<file path="config.mk">
export PLATFORM = sky130hd
export DESIGN_NAME = i2c_bit_level_master
export DESIGN_NICKNAME = d
export VERILOG_FILES = /design/src/rtl/core/i2cbm_pkg.sv /design/src/rtl/core/i2c_bit_level_master.sv
export VERILOG_INCLUDE_DIRS = /design/src /design/src/rtl/core
export SDC_FILE = /design/constraint.sdc
export NUM_CORES = 1
export LEC_CHECK = 0
export BUFFER_PORTS_ARGS = -buffer_cell sky130_fd_sc_hd__buf_2
export CAP_MARGIN = 20
export CELL_PAD_IN_SITES_DETAIL_PLACEMENT = 0
export CELL_PAD_IN_SITES_GLOBAL_PLACEMENT = 1
export CORE_MARGIN = 1
export CORE_UTILIZATION = 40
export DETAILED_ROUTE_END_ITERATION = 10
export HOLD_SLACK_MARGIN = 0.02
export PLACE_DENSITY = 0.72
export SKIP_LAST_GASP = 1
export SYNTH_ARGS = -nofsm -noshare
export SYNTH_HDL_FRONTEND = slang
export SYNTH_SLANG_ARGS = --single-unit
</file>
<file path="constraint.sdc">
create_clock -name i_clk -period 4.4 [get_ports i_clk]
set_input_delay 0 -clock i_clk [delete_from_list [all_inputs] [get_ports i_clk]]
set_output_delay 0 -clock i_clk [all_outputs]
set_load 0.1 [all_outputs]
</file>
<file path="src/rtl/core/assert_macros.svh">
// Assertion macros shared by the RTL files.
// Each macro expands to a labeled concurrent assertion, or to nothing when SYNTH is set.
`ifndef ASSERT_MACROS_SVH
`define ASSERT_MACROS_SVH
`ifndef SYNTH
// check that the consequent holds in the same cycle as the antecedent
`define ASSERT_IMPLY(lbl, clk, rst_n, ante, cons, msg) \
    lbl: assert property (@(posedge clk) disable iff (!(rst_n)) (ante) |-> (cons)) \
        else $error(msg);
// check that the consequent holds in the cycle after the antecedent
`define ASSERT_NEXT(lbl, clk, rst_n, ante, cons, msg) \
    lbl: assert property (@(posedge clk) disable iff (!(rst_n)) (ante) |=> (cons)) \
        else $error(msg);
`else
`define ASSERT_IMPLY(lbl, clk, rst_n, ante, cons, msg)
`define ASSERT_NEXT(lbl, clk, rst_n, ante, cons, msg)
`endif
`endif

</file>
<file path="src/rtl/core/i2cbm_pkg.sv">
// Package for the I2C bit-level master: command and status codes, payload structs.
// No dependencies.
package i2cbm_pkg;

    typedef enum logic [2:0] {
        CMD_NONE     = 3'd0,
        CMD_START    = 3'd1,
        CMD_STOP     = 3'd2,
        CMD_WRITE    = 3'd3,
        CMD_WAIT_ACK = 3'd4,
        CMD_READ     = 3'd5
    } t_cmd;

    typedef enum logic [1:0] {
        ST_OK       = 2'd0,
        ST_SDA_LOW  = 2'd1,
        ST_SDA_HIGH = 2'd2,
        ST_TIMEOUT  = 2'd3
    } t_status;

    localparam logic [7:0] ACK_WAIT_RESET = 8'd50;

    // last phase of the write sequence (eight bits, three slots each)
    localparam logic [4:0] WR_LAST_PHASE = 5'd24;
    // last phase of the read data bits
    localparam logic [4:0] RD_LAST_BIT_PHASE = 5'd17;
    localparam logic [4:0] RD_ACK_PHASE      = 5'd18;
    localparam logic [4:0] RD_ACK_HIGH_PHASE = 5'd19;

    typedef struct packed {
        logic [2:0] mode;
        logic [7:0] tx_byte;
        logic       send_ack;
        logic       sda_level;
    } t_in_item;

    typedef struct packed {
        logic       scl_drive;
        logic       sda_drive;
        logic       busy_res;
        logic       done_res;
        t_status    status;
        logic [7:0] rx_byte;
    } t_out_item;

endpackage

</file>
<file path="src/rtl/core/i2c_bit_level_master.sv">
// I2C bit-level master: one bus slot per input transaction, one result per slot.
// The result of a slot appears in the output register in the cycle after acceptance.
// Throughput: one slot per cycle while the output does not stall; each step is a single
//   logic pass from command state to output register, so the next slot enters at once.
// Reset (synchronous, active low): idle, SCL and SDA released, ack wait limit 50.
// Depends on i2cbm_pkg and assert_macros.svh.
`include "assert_macros.svh"

module i2c_bit_level_master (
    input  logic                  i_clk,
    input  logic                  i_rst_n,
    // input slot channel
    input  logic                  i_in_valid,
    output logic                  o_in_stall,
    input  i2cbm_pkg::t_in_item   i_in_data,
    // result channel
    output logic                  o_out_valid,
    input  logic                  i_out_stall,
    output i2cbm_pkg::t_out_item  o_out_data,
    // ack wait limit register
    input  logic                  i_cfg_we,
    input  logic [7:0]            i_cfg_wdata
);
    import i2cbm_pkg::*;

    // command sequencer state
    t_cmd       r_command, n_command;
    logic [4:0] r_phase,   n_phase;
    logic [7:0] r_shift,   n_shift;
    logic [7:0] r_wait,    n_wait;
    logic       r_scl,     n_scl;
    logic       r_sda,     n_sda;
    logic       r_ack,     n_ack;
    // position inside a write bit: set SDA, raise SCL, lower SCL
    logic [1:0] r_wk,      n_wk;

    logic [7:0] r_limit;

    // output register
    logic       r_out_valid;
    t_out_item  r_out, n_out;

    logic       in_accept;

    // slot step, after a new command is folded in
    t_cmd       cmd_eff;
    logic [4:0] phase_eff;
    logic [7:0] shift_eff;
    logic       ack_eff;
    logic       step_done;
    t_status    step_status;
    logic [7:0] step_rx;
    logic [4:0] wait_phase;
    logic [8:0] wait_next;

    // Take a new slot whenever the output register is free or drains this cycle.
    assign o_in_stall = r_out_valid & i_out_stall;
    assign in_accept  = i_in_valid & ~o_in_stall;

    assign o_out_valid = r_out_valid;
    assign o_out_data  = r_out;

    // Fold a new command into the state: only while idle and for a known mode.
    always_comb begin
        cmd_eff   = r_command;
        phase_eff = r_phase;
        shift_eff = r_shift;
        ack_eff   = r_ack;
        if (r_command == CMD_NONE && i_in_data.mode >= CMD_START &&
                i_in_data.mode <= CMD_READ) begin
            cmd_eff   = t_cmd'(i_in_data.mode);
            phase_eff = '0;
            if (i_in_data.mode == CMD_WRITE) begin
                shift_eff = i_in_data.tx_byte;
            end
            if (i_in_data.mode == CMD_READ) begin
                shift_eff = '0;
                ack_eff   = i_in_data.send_ack;
            end
        end
    end

    assign wait_next = {1'b0, r_wait} + 9'd1;

    // Pin action, data path and completion for this slot.
    always_comb begin
        n_scl       = r_scl;
        n_sda       = r_sda;
        n_shift     = shift_eff;
        n_wait      = r_wait;
        n_ack       = ack_eff;
        n_wk        = r_wk;
        step_done   = 1'b0;
        step_status = ST_OK;
        step_rx     = '0;
        wait_phase  = phase_eff;
        unique case (cmd_eff)
            CMD_START: begin
                if (phase_eff == 5'd0) begin
                    n_sda = 1'b1;
                end else if (phase_eff == 5'd1) begin
                    // abort if the line is held low by someone else
                    if (!i_in_data.sda_level) begin
                        step_done   = 1'b1;
                        step_status = ST_SDA_LOW;
                    end else begin
                        n_scl = 1'b1;
                    end
                end else if (phase_eff == 5'd2) begin
                    n_sda = 1'b0;
                end else begin
                    step_done = 1'b1;
                    if (i_in_data.sda_level) begin
                        step_status = ST_SDA_HIGH;
                    end else begin
                        n_scl = 1'b0;
                    end
                end
            end
            CMD_STOP: begin
                if (phase_eff == 5'd0) begin
                    n_scl = 1'b0;
                end else if (phase_eff == 5'd1) begin
                    n_sda = 1'b0;
                end else if (phase_eff == 5'd2) begin
                    n_scl = 1'b1;
                end else begin
                    n_sda     = 1'b1;
                    step_done = 1'b1;
                end
            end
            CMD_WRITE: begin
                if (phase_eff == 5'd0) begin
                    n_scl = 1'b0;
                    n_wk  = 2'd0;
                end else begin
                    case (r_wk)
                        2'd0: begin
                            n_sda   = shift_eff[7];
                            n_shift = {shift_eff[6:0], 1'b0};
                            n_wk    = 2'd1;
                        end
                        2'd1: begin
                            n_scl = 1'b1;
                            n_wk  = 2'd2;
                        end
                        default: begin
                            n_scl = 1'b0;
                            n_wk  = 2'd0;
                            if (phase_eff >= WR_LAST_PHASE) begin
                                step_done = 1'b1;
                            end
                        end
                    endcase
                end
            end
            CMD_WAIT_ACK: begin
                if (phase_eff == 5'd0) begin
                    n_sda      = 1'b1;
                    wait_phase = 5'd1;
                end else if (phase_eff == 5'd1) begin
                    n_scl      = 1'b1;
                    n_wait     = '0;
                    wait_phase = 5'd2;
                end else if (phase_eff == 5'd2) begin
                    if (!i_in_data.sda_level) begin
                        n_scl     = 1'b0;
                        step_done = 1'b1;
                    end else if (wait_next > {1'b0, r_limit}) begin
                        // timeout: fall into the stop sequence
                        n_scl      = 1'b0;
                        wait_phase = 5'd3;
                    end else begin
                        n_wait = wait_next[7:0];
                    end
                end else if (phase_eff == 5'd3) begin
                    n_sda      = 1'b0;
                    wait_phase = 5'd4;
                end else if (phase_eff == 5'd4) begin
                    n_scl      = 1'b1;
                    wait_phase = 5'd5;
                end else begin
                    n_sda       = 1'b1;
                    step_done   = 1'b1;
                    step_status = ST_TIMEOUT;
                end
            end
            CMD_READ: begin
                if (phase_eff == 5'd0) begin
                    n_scl = 1'b0;
                end else if (phase_eff == 5'd1) begin
                    n_sda = 1'b1;
                end else if (phase_eff <= RD_LAST_BIT_PHASE) begin
                    if (!phase_eff[0]) begin
                        n_scl = 1'b1;
                    end else begin
                        // sample SDA while SCL is high, then drop SCL
                        n_shift = {shift_eff[6:0], i_in_data.sda_level};
                        n_scl   = 1'b0;
                    end
                end else if (phase_eff == RD_ACK_PHASE) begin
                    n_sda = ~ack_eff;
                end else if (phase_eff == RD_ACK_HIGH_PHASE) begin
                    n_scl = 1'b1;
                end else begin
                    n_scl     = 1'b0;
                    step_done = 1'b1;
                    step_rx   = shift_eff;
                end
            end
            default: begin
                // idle: hold pins, report nothing
            end
        endcase
    end

    // Next command state.
    always_comb begin
        n_command = cmd_eff;
        n_phase   = '0;
        if (step_done) begin
            n_command = CMD_NONE;
            n_phase   = '0;
        end else begin
            unique case (cmd_eff)
                CMD_START, CMD_STOP, CMD_WRITE, CMD_READ: n_phase = phase_eff + 5'd1;
                CMD_WAIT_ACK:                             n_phase = wait_phase;
                default: begin
                    n_command = CMD_NONE;
                    n_phase   = '0;
                end
            endcase
        end
    end

    // Result of this slot.
    always_comb begin
        n_out.scl_drive = n_scl;
        n_out.sda_drive = n_sda;
        n_out.busy_res  = (n_command != CMD_NONE);
        n_out.done_res  = step_done;
        n_out.status    = step_status;
        n_out.rx_byte   = step_rx;
    end

    // Sequencer state: advance only on an accepted slot.
    always_ff @(posedge i_clk) begin
        if (!i_rst_n) begin
            r_command <= CMD_NONE;
            r_phase   <= '0;
            r_shift   <= '0;
            r_wait    <= '0;
            r_scl     <= 1'b1;
            r_sda     <= 1'b1;
            r_ack     <= 1'b0;
            r_wk      <= '0;
        end else if (in_accept) begin
            r_command <= n_command;
            r_phase   <= n_phase;
            r_shift   <= n_shift;
            r_wait    <= n_wait;
            r_scl     <= n_scl;
            r_sda     <= n_sda;
            r_ack     <= n_ack;
            r_wk      <= n_wk;
        end
    end

    // Ack wait limit register.
    always_ff @(posedge i_clk) begin
        if (!i_rst_n) begin
            r_limit <= ACK_WAIT_RESET;
        end else if (i_cfg_we) begin
            r_limit <= i_cfg_wdata;
        end
    end

    // Output register: load on accept, drop valid once taken.
    always_ff @(posedge i_clk) begin
        if (!i_rst_n) begin
            r_out_valid <= 1'b0;
        end else if (in_accept) begin
            r_out_valid <= 1'b1;
        end else if (!i_out_stall) begin
            r_out_valid <= 1'b0;
        end
    end

    always_ff @(posedge i_clk) begin
        if (in_accept) begin
            r_out <= n_out;
        end
    end

    `ASSERT_IMPLY(a_done_not_busy, i_clk, i_rst_n,
        o_out_valid && o_out_data.done_res, !o_out_data.busy_res,
        "finished slot reports busy")
    `ASSERT_IMPLY(a_status_needs_done, i_clk, i_rst_n,
        o_out_valid && o_out_data.status != ST_OK, o_out_data.done_res,
        "error status without done")
    `ASSERT_IMPLY(a_write_step_range, i_clk, i_rst_n,
        r_command == CMD_WRITE && r_phase != 5'd0, r_wk != 2'd3,
        "write bit step out of range")
    `ASSERT_NEXT(a_accept_loads_out, i_clk, i_rst_n,
        in_accept, o_out_valid,
        "accepted slot left no result")

endmodule
</file>
# [Yosys cells after proc, flatten, opt, wreduce, memory -nomap -nowiden]
# Cells that the tools add are included.
[word_totals] word_cells=165 inputBits=26 reg_bits=52 out_inout_bits=16
[op_classes] n_lt_le_gt_ge=5 bitwise=6 addsub=2 n_mux=106 reduce_logical=14 eq_ne=16
[op_table] operator="$mux 8" n=13
[op_table] operator="$mux 1" n=63
[op_table] operator="$mux 5" n=9
[op_table] operator="$mux 2" n=10
[op_table] operator="$pmux 8 s2" n=1
[op_table] operator="$pmux 1 s5" n=3
[op_table] operator="$eq 5x2->1 const B" n=2
[op_table] operator="$eq 5x5->1 const B" n=2
[op_table] operator="$pmux 5 s2" n=1
[op_table] operator="$add 8x1->9 const B" n=1
[op_table] operator="$eq 3x2->1 const B" n=3
[op_table] operator="$eq 3x3->1 const B" n=3
[op_table] operator="$gt 9x8->1" n=1
[op_table] operator="$mux 3" n=3
[op_table] operator="$pmux 2 s2" n=2
[op_table] operator="$reduce_and 6->1" n=1
[op_table] operator="$reduce_or 6->1" n=1
[op_table] operator="$add 5x1->5 const B" n=1
[op_table] operator="$eq 5x1->1 const B" n=1
[op_table] operator="$eq 5x3->1 const B" n=1
[op_table] operator="$ge 5x5->1 const B" n=1
[op_table] operator="$le 5x5->1 const B" n=1
[op_table] operator="$logic_not 5->1" n=1
[op_table] operator="$reduce_or 5->1" n=1
[op_table] operator="16 further kinds" n=23

# [Longest topological paths before layout]
[logic_depth] depth_word=13 mapped_depth=13 mapped_depth_nobuf=12

# [Worst setup path before layout]
# OpenSTA, ideal clock, no wires.
[synth_path] path_kind="reg2reg" startpoint="reg r_wait[0]" endpoint="reg r_wait[4]" period_less_slack_ps=3154 path_slack_ps=1246 n_path_buf=1 arrival_time_ps=3066 required_ps=4313 stages_incl_launch_ff=13 setup_time_ps=87 path_cell_list="dfxtp_1 > nand3_1 > or2_2 > nor2_1 > xor2_1 > ha_1 > nand3_1 > or3_1 > o211a_1 > or3_1 > buf_2 > or4_4 > o31ai_1"
[synth_between] elab_chain_cells=5 elab_cells_between_ends=8 classes_between="add/sub: 1; order compare: 1; eq/ne: 1; mux: 4; reduce/logical: 1"
[synth_rtl] item="start, declared" line_no="i2c_bit_level_master.sv:30" source="logic [7:0] r_wait, n_wait;"
[synth_rtl] item="start signal, assigned" line_no="i2c_bit_level_master.sv:261" source="r_wait <= n_wait;"
[synth_rtl] item="$add 8x1->9 (*)" line_no="i2c_bit_level_master.sv:83" source="assign wait_next = {1'b0, r_wait} + 9'd1;"
[synth_rtl] item="parallel branches: the longest is 4 deep, another holds $gt 9x8->1"
# Every way passes the cells marked *. The select of a mux whose other input is x is not followed.
# A chain may end at the register's enable or synchronous reset.

# [Final worst setup path]
[layout_path] startpoint="reg r_wait[0]" endpoint="reg r_wait[2]"
# The elaborated chain is that of the path after synthesis.

==> metrics.md <==
| Metric | Value |
|---|---|
| Status | completed |
| WP data arrival | 3.75 ns |
| Initial drt markers | 164 |
| DRC errors left | 0 |
| CTS root buf | clkbuf_8 |
| RePlAce Congestion | 0.929 |
| Detailed Route WL | 10.2 mm |
| Most area-consuming cells after synthesis | dfxtp_1 21%, edfxtp_1 12%, nand2_1 4.4% |
| Synth warnings | 0 |
| Cell taking the most area after synthesis | dfxtp_1 |
| Post-synth top cells | 42 x nand2_1, 41 x nor2_1, 38 x dfxtp_1 |
| Met3 GRT Util | 2.90% |
| Yosys top cell area share | 21.3% |
| Switch Pwr | 422 uW |
| Setup TNS | 0 ns |
| Final Net Count | 512 |
| Max-cap violation count | 0 |
| Sequential Power Share | 47.5% |
| Die X | 96.5 um |
| Global route hottest layer | met2 |
| Sequential fraction of the synthesis area | 33.1% |
| P_leak | 1.53 nW |
| Highest clock rate | 285 MHz |
| Slowest-stage cell, CP | or4_4 |
| Reg2reg end | r_wait[2] |
| Initial Util | 41.1% |
| Slowest stage delay, CP | 0.56 ns |
| WHS Endpoint | r_limit[4] |
| Via density per instance | 6.03 |
| Wire per inst | 17.3 um |
| Yosys reg bits | 52 |
| Die H | 96.5 um |
| Diode count | 0 |
| Worst hold path stage count | 3 |
| Async SR Flop Fraction | 0% |
| Post-synthesis simple-gate area fraction | 26.6% |
| GRT Util Overall | 22.3% |
| Peak VDD IR | 0.104 mV |
| Rel. slew slack | 34.5% |
| Core Box Area | 8680 um2 |
| Met2 Use GR | 35.7% |
| Largest net degree at the start of global routing | 30 |
| Distinct cells, synth | 66 |
| Critical Path Sink Type | flop |
| Crit path cell chain | ha_1 > nand3_1 > inv_1 > nand3_1 > xnor2_1 > ha_1 > nand3_1 > or3_1 > o211a_1 > or3_1 > or4_4 > o31ai_1 |
| Synth Area in Adders | 3.15% |
| Multiplexer area fraction after synthesis | 3.64% |
| CTS tree | done |
| Post-DP HPWL | 7.10 mm |
| Power Internal | 724 uW |
| Count leader, synth | nand2_1 |
| Critical path fanouts, max | 10 |
| Layout area overhead | 12.1% |
| Grt ovf | 0 |
| Post-synth EDFFs | 14 |
| Clock latency on the worst-skew pair | 0.32 ns |
| Num Clock Sinks | 52 |
| Number of CTS-inserted buffers | 5 |
| Fill cells | 904 |
| 1st-pass router iterations | 5 |
| Hold_sp | i_cfg_we |
| Xor/xnor share of the synthesized area | 1.96% |
| First-pass GRT wire length | 16.0 mm |
| Via Count | 3534 |
| Setup crit start kind | flop |
| Fin. Hold Viols | 0 |
| Initial antenna violation count | 0 |
| Final hold slack | 0.0625 ns |
| CP Class | flop to flop |
| Ratio of cells with drive above 1 in the final layout | 13.4% |
| Synth Instances | 445 |
| Clock transition at path regs | 0.10 ns |
| PostCTS Resize Cnt | 0 |
| Flop2flop setup slack | 0.89 ns |
| Compound-Gate Fraction of Synth Area | 25.7% |
| Clk buf depth | 2 |
| Clock share of power | 25.2% |
| Mapped Area | 3570 um2 |
| RSZ-0062 raised after global routing | false |
| Commonest register cell after synthesis | dfxtp_1 |
| Final Cycle Share | 79.8% |
| Logic pwr share | 27.3% |
| Utilization after layout | 46.1% |
| Largest family of logic cells by synthesized area | simple AND/OR/NAND/NOR gates |
| Detail Route Antenna Nets | 0 |
| Ports | 42 |
| Vias in the first global route | 3189 |
| Port Buffer Count | 41 |
| Mapped Nets | 480 |
| Max Transition Viols Final | 0 |
| Met1 Usage GRT | 31.5% |
| Die area | 9310 um2 |
| Critical Path RT | 4.64 ns |
| Avg Cell Area, Syn | 8.02 um2 |
| R2R cell count | 12 |
| Final setup viols | 0 |
| Worst r2r src | r_wait[0] |
| Worst Hold Class | input pin to flop |
| Fin crit period | 3.51 ns |
| Least-Margin Pin Slew | 0.980 ns |
| Pwr Density | 286 nW/um2 |
| Layout Skew | 0.00928 ns |
| Sw Share | 36.9% |
| CTS H-tree lvls | 2 |
| Most used cell, CP | nand3_1 |
| # rows | 34 |
[cells by family after synthesis]
family                   after synthesis
AO/OA/AOI/OAI                        132
XOR/XNOR                               8
adder cells (fa/ha/maj)                9
buffers and inverters                 50
flip-flops                            52
multiplexers                          13
AND/OR/NAND/NOR                      181
[sequential cells by signal (all words and copies together), names as in the netlist]
register,flops
r_scl,1
o_out_valid,1
r_limit,8
r_ack,1
o_out_data,14
r_wk,2
r_command,3
r_phase,5
r_sda,1
r_wait,8
r_shift,8
[cell usage in the layout (no fill, tap or decap), types with 7 or more instances in the layout]
cell / Yosys / routed
dfxtp_1: 38 / 38
nor3b_1: 7 / 7
buf_2: 5 / 41
or3_1: 8 / 8
nor2_1: 41 / 41
nor2b_1: 14 / 14
nand2_1: 42 / 42
a21oi_1: 30 / 30
o21a_1: 7 / 7
o21ai_0: 14 / 14
inv_1: 18 / 18
o31ai_1: 9 / 9
a31oi_1: 14 / 14
edfxtp_1: 14 / 14
nand4_1: 7 / 7
nor3_1: 8 / 8
nand3_1: 24 / 24
ha_1: 9 / 9
mux2i_1: 13 / 13
dlygate4sd3_1: 0 / 11
[final cells by class]
type                            instances  area (um2)  area share [%]
Clock buffer                            6        72.6            1.81
Tap cell                              108         135            3.38
Timing Repair Buffer                   56         345            8.63
Inverter                               19        71.3            1.78
Multi-Input combinational cell        343        2180            54.5
Clock inverter                          2        16.3           0.406
Sequential cell                        52        1180            29.5
[critical path, delay by kind of cell (launching register included)]
kind	cells	cell delay, ns
buf+inv	1	0.09
fa+ha+maj	2	0.54
compound gates	2	0.39
simple gates	6	1.83
xor+xnor	1	0.17
flops	1	0.42
[routing by layer]
metal | share of wire (%) | vias to the layer above
li1 | - | 1737
met1 | 48 | 1668
met2 | 46 | 116
met3 | 4.6 | 13
met4 | 1.5 | 0
met5 | 0 | -
[how the worst max path moves through the flow]
stage / slack, ns / depth (start not counted) / endpoint / start
floorplan: 1.25 / 12 / r_wait[4] / r_wait[0]
global placement: 1.02 / 11 / r_wait[5] / r_wait[0]
detailed placement: 0.90 / 12 / r_wait[5] / r_wait[0]
CTS: 0.87 / 11 / r_wait[2] / r_wait[0]
global route: 0.63 / 11 / r_wait[2] / r_wait[0]
finish: 0.89 / 12 / r_wait[2] / r_wait[0]
[through the flow]
stage / power (mW) / std cells / setup slack, ns / cell area (um2)
after floorplan: 0.785 / 445 / 1.25 / 3570
after CTS: 1.16 / 586 / 0.875 / 4000
after global routing: 1.20 / 586 / 0.628 / 4000
after detailed placement: 0.856 / 567 / 0.899 / 3800
final: 1.15 / 586 / 0.887 / 4000
after global placement: 0.856 / 567 / 1.02 / 3800
[what timing repair did]
item	4_1_cts	5_1_grt
buffers inserted	0	0
hold buffers	11	0
endpoints found under the hold margin	10	0
endpoints found under the setup margin	0	0
[power by group through the flow]
stage / combinational, mW / sequential [mW] / clock [mW]
after global routing: 0.340 / 0.549 / 0.314
final: 0.313 / 0.544 / 0.289
after floorplan: 0.175 / 0.610 / 0
after global placement: 0.302 / 0.554 / 0
after CTS: 0.311 / 0.543 / 0.302
after detailed placement: 0.302 / 0.554 / 0
(Power assumes the default switching activity.)
